### config.mk
export PLATFORM = sky130hd
export DESIGN_NAME = fxalu_cell
export DESIGN_NICKNAME = d
export VERILOG_FILES = /design/src/sv/fxalu_cell.sv
export SDC_FILE = /design/constraint.sdc
export NUM_CORES = 1
export LEC_CHECK = 0
export BUFFER_PORTS_ARGS = -buffer_cell sky130_fd_sc_hd__buf_4
export CORE_UTILIZATION = 30
export CTS_CLUSTER_DIAMETER = 150
export DETAILED_ROUTE_END_ITERATION = 10
export PLACE_DENSITY = 0.53
export SYNTH_ARGS = -nofsm -noshare
export SYNTH_HDL_FRONTEND = slang
export SYNTH_SLANG_ARGS = --single-unit
### constraint.sdc
create_clock -name clock -period 4.5 [get_ports clock]
set_clock_uncertainty 0.1 [all_clocks]
set_input_delay 0.45 -clock clock [delete_from_list [all_inputs] [get_ports clock]]
set_output_delay 0.45 -clock clock [all_outputs]
set_load 0.01 [all_outputs]
### src/sv/fxalu_cell.sv
// One divider cell: one restoring step on the magnitude, plus a carried payload.
module fxalu_cell #(
   parameter int QW = 40,
   parameter int DW = 32,
   parameter int PW = 8
) (
   input  logic          clock,
   input  logic          reset,
   input  logic          adv,
   input  logic          vld_in,
   input  logic [QW-1:0] num_in,
   input  logic [DW:0]   rem_in,
   input  logic [DW-1:0] den_in,
   input  logic [PW-1:0] pay_in,
   output logic          vld_out,
   output logic [QW-1:0] num_out,
   output logic [DW:0]   rem_out,
   output logic [DW-1:0] den_out,
   output logic [PW-1:0] pay_out
);

   logic          vld_ff;
   logic [QW-1:0] num_ff;
   logic [DW:0]   rem_ff;
   logic [DW-1:0] den_ff;
   logic [PW-1:0] pay_ff;
   logic [DW+1:0] trial;
   logic [DW:0]   shifted;

   always_comb begin
      shifted = {rem_in[DW-1:0], num_in[QW-1]};
      trial   = {1'b0, shifted} - {2'b00, den_in};
   end

   always_ff @(posedge clock) begin
      if (reset) begin
         vld_ff <= 1'b0;
      end else if (adv) begin
         vld_ff <= vld_in;
      end
      if (adv) begin
         den_ff <= den_in;
         pay_ff <= pay_in;
         if (!trial[DW+1]) begin
            rem_ff <= trial[DW:0];
            num_ff <= {num_in[QW-2:0], 1'b1};
         end else begin
            rem_ff <= shifted;
            num_ff <= {num_in[QW-2:0], 1'b0};
         end
      end
   end

   assign vld_out = vld_ff;
   assign num_out = num_ff;
   assign rem_out = rem_ff;
   assign den_out = den_ff;
   assign pay_out = pay_ff;

endmodule

Word-level counts from Yosys, hierarchy flattened
Index checks and enable logic that the tools add are counted.

storage, ports and cells
  bits in registers = 114
  input bits = 117

cells by class
  $add $sub $neg = 1
  mux-type cells = 2

operators by type and width
  kind                          count
  subtractor 33 x 32 -> 34 bit  1
  two-way mux 33 bit            1
  two-way mux 1 bit             1

Depth between registers and ports, before layout
  depth after elaboration = 2
  gate-level depth with buffers = 12

Worst setup path before layout
Ideal clock, no wire load.

  path kind = input port to flip-flop
  start = input den_in[19]
  end = register rem_ff[10] (netlist: rem_out[10]), data pin
  setup time = 0.260 ns
  data arrival time = 2.451 ns
  required time = 4.140 ns
  slack = 1.688 ns
  stages = 12
  buffers on the path = 2
  path through = inv_1 -> ha_1 -> buf_2 -> nand4_2 -> nor3_1 -> nand2_1 -> o311ai_1 -> o21ai_2 -> o21a_4 -> inv_4 -> buf_12 -> mux2_4

on the way
  cells in the longest elaborated chain, start to end = 2

RTL lines
  item                          line  source
  start: declaration            13    input logic [DW-1:0] den_in,
  subtractor 33 x 32 -> 34 bit  32    trial = {1'b0, shifted} - {2'b00, den_in};
  two-way mux 33 bit            44    if (!trial[DW+1]) begin
  end signal: assignment        45    rem_ff <= trial[DW:0];
  end signal: assignment        48    rem_ff <= shifted;
  end: declaration              24    logic [DW:0] rem_ff;

Every way passes these cells.
A chain may end at the register's enable or synchronous reset.

Final worst setup path
  start = input den_in[18]
  end = register rem_ff[2] (netlist: rem_out[2]), data pin

Same word-level chain as after synthesis.

==> qor.txt <==
Run status: complete, no violations
Final hold vios: 0
Final setup fails: 0
Fillers: 1833
Global-route wire length before repair: 24.4 mm
Netlist Area Pre-Place: 6040 µm²
H-tree levels: 4
Internal: 2.51 mW
Initial antenna violation count: 0
Final Power: 3.44 mW
CTS tree: done
Post-CTS Setup Repair Bufs: 0
Gr usage total: 15.9%
Post-Synthesis Cells: 472
Area share of the largest cell type after synthesis: 56.2%
Cell area after placement: 7980 µm²
Leakage: 3.74 nW
Net Sw Frac: 27.0%
Rows: 51
Number of synthesized register bits: 114
CTS root buffer: clkbuf_16
Post-Syn Area per Cell: 12.8 µm²
Largest net degree at the start of global routing: 50
RSZ-0062 raised after global routing: no
Vias in the first global route: 4568
Worst reg-to-reg setup slack: 3820 ps
Drt drc: 0
Initial Util: 30.8%
Predominant post-synthesis flop cell: edfxtp_1
Tmin final: 3170 ps
Hold_buf cts: 0
Proportion of layout cells with a drive suffix above 1: 42.0%
Via count: 4540
Setup Crit Path Kind: primary input to flop
Wire per inst: 16.8 µm
Final Max Tran Viols: 0
Antenna Nets Post-Route: 0
Crit end category: flop
Core area: 19600 µm²
1st-iter DRT viols: 210
Vias per inst: 4.61
Setup TNS: 0 ps
CP max FO: 31
I/O Buffers: 229
Clk buf depth: 2
Slew headroom: 57.2%
Resized Gates After CTS: 0
WL final: 16.5 mm
Worst Max-Slew Pin Slew: 642 ps
Clk sinks: 114
EDFF count, synth: 113
HPWL Detailed: 12.8 mm
Synth Net Count: 622
Switch Pwr: 929 µW
Register area share after synthesis: 56.5%
Remaining Overflow, GRT: 0
Die Area: 20700 µm²
GP Congestion: 0.781
Ant. Diodes: 0
Final Cell Area: 8560 µm²
Worst EP arrival: 3230 ps
Reg power frac: 38.7%
Startpoint types: primary input
Final nets: 856
Synth async-reset ratio: 0%
Clock latency on the worst-skew pair: 410 ps
Logic gate share of total power: 22.0%
Peak supply drop: 0.268 mV
Hold Crit Class: primary input to flop
Final period utilization: 70.4%
Pwr dens: 402 nW/µm²
Die Width: 144 µm
I/O Pins: 231
Total CTS buffers: 17
Max Clk Rate: 0.316 GHz
DRT Pass-1 Iters: 6
Power share of the clock group: 39.3%
Largest cells by area after synthesis: edfxtp_1, mux2_4, ha_1
Max cap viols: 0
Netlist cell types: 56
Synth-to-Final Area Change: 41.8%
Die Y: 144 µm
Clock-pin transition on the worst setup and hold timing paths: 60 ps
Leading area contributor after synthesis: edfxtp_1
Ys Warns: 0
Req. time, crit path: 4570 ps
cells in the mapped netlist, types with 9 or more instances:
cell and number:
edfxtp_1 113, inv_1 42, a21oi_1 32, ha_1 32, mux2_4 28, nor2_1 25, nand2_1 24, o21ai_0 22
xnor2_1 20, nand3_1 12, buf_2 9, xor2_1 9
metal layers:
layer | part of all wire [%] | vias up | global-route usage, %
li1 | - | 2231 | -
met1 | 42 | 2129 | 18.7
met2 | 48 | 170 | 26.7
met3 | 8.7 | 10 | 5.83
met4 | 0.91 | 0 | 4.93
met5 | 0 | - | 0
registers in the layout, summed over array words and instances, names as in the netlist:
name / count
vld_out: 1
rem_out: 33
pay_out: 8
den_out: 32
num_out: 40
cells in the final DEF, fill, tap and decap left out, drive strengths merged, types with 4 or more instances in the layout:
cell type,synthesis,routed
o21a,4,4
mux2,30,30
nand2,24,24
nor2,25,25
o21ai,25,25
clkbuf,2,17
o211ai,8,8
nor4,4,4
o21bai,4,4
edfxtp,113,113
and2,4,4
buf,14,231
a21oi,33,33
nand4,7,7
xnor2,20,20
a21o,7,7
and3,5,5
nand3,12,12
a31oi,7,7
ha,32,32
xor2,9,9
nand2b,4,4
clkinv,0,8
inv,43,45
nor3,5,5
area by class of cell:
class                   instances  area [µm²]  area share, %
clock buffers                  17         425           4.97
clock inverters                15         160           1.87
inverters                      43         164           1.91
multi-input cells             299        2330           27.3
flip-flops and latches        114        3410           39.9
well taps                     265         332           3.87
repair buffers                231        1730           20.3
logic make-up after synthesis:
logic type | synth area share, %
AO/OA/AOI/OAI | 11.9
XOR/XNOR | 4.20
adder cells (fa/ha/maj) | 6.96
buffers and inverters | 4.85
flip-flops | 56.5
multiplexers | 7.83
AND/OR/NAND/NOR | 7.73
final timing paths:
check | startpoint | endpoint | depth (start not counted)
max | den_in[18] | rem_out[2]$_DFFE_PP_ | 11
min | reset | vld_out$_SDFFE_PP0P_ | 2
max reg2reg | vld_out$_SDFFE_PP0P_ | vld_out$_SDFFE_PP0P_ | 2
min reg2reg | vld_out$_SDFFE_PP0P_ | vld_out$_SDFFE_PP0P_ | 2
metrics by stage:
step / worst slack, ps / utilization [%] / hold slack [ps] / instances
detailed placement: 887 / 40.7 / 401 / 952
CTS: 1320 / 43.7 / 73.6 / 984
finish: 1330 / 43.7 / 92.8 / 984
global route: 1020 / 43.7 / 82.0 / 984
floorplan: 1690 / - / 422 / 472
global placement: 890 / 40.7 / 378 / 952
critical path, cell delays in order:
cell and delay [ps]:
buf_4 90, inv_1 40, ha_1 470, nand4_2 210, nor3_1 280, nand2_1 110
o311ai_1 360, o21ai_2 150, o21a_4 240, inv_4 430, mux2_2 400
power by group through the flow:
stage / logic, mW / clock network (mW) / registers [mW]
after floorplan: 0.366 / 0 / 1.41
after global placement: 0.767 / 0 / 1.35
after detailed placement: 0.770 / 0 / 1.35
after CTS: 0.772 / 1.39 / 1.33
after global routing: 0.828 / 1.43 / 1.34
final: 0.758 / 1.35 / 1.33
Power figures use the tool's default switching activity.
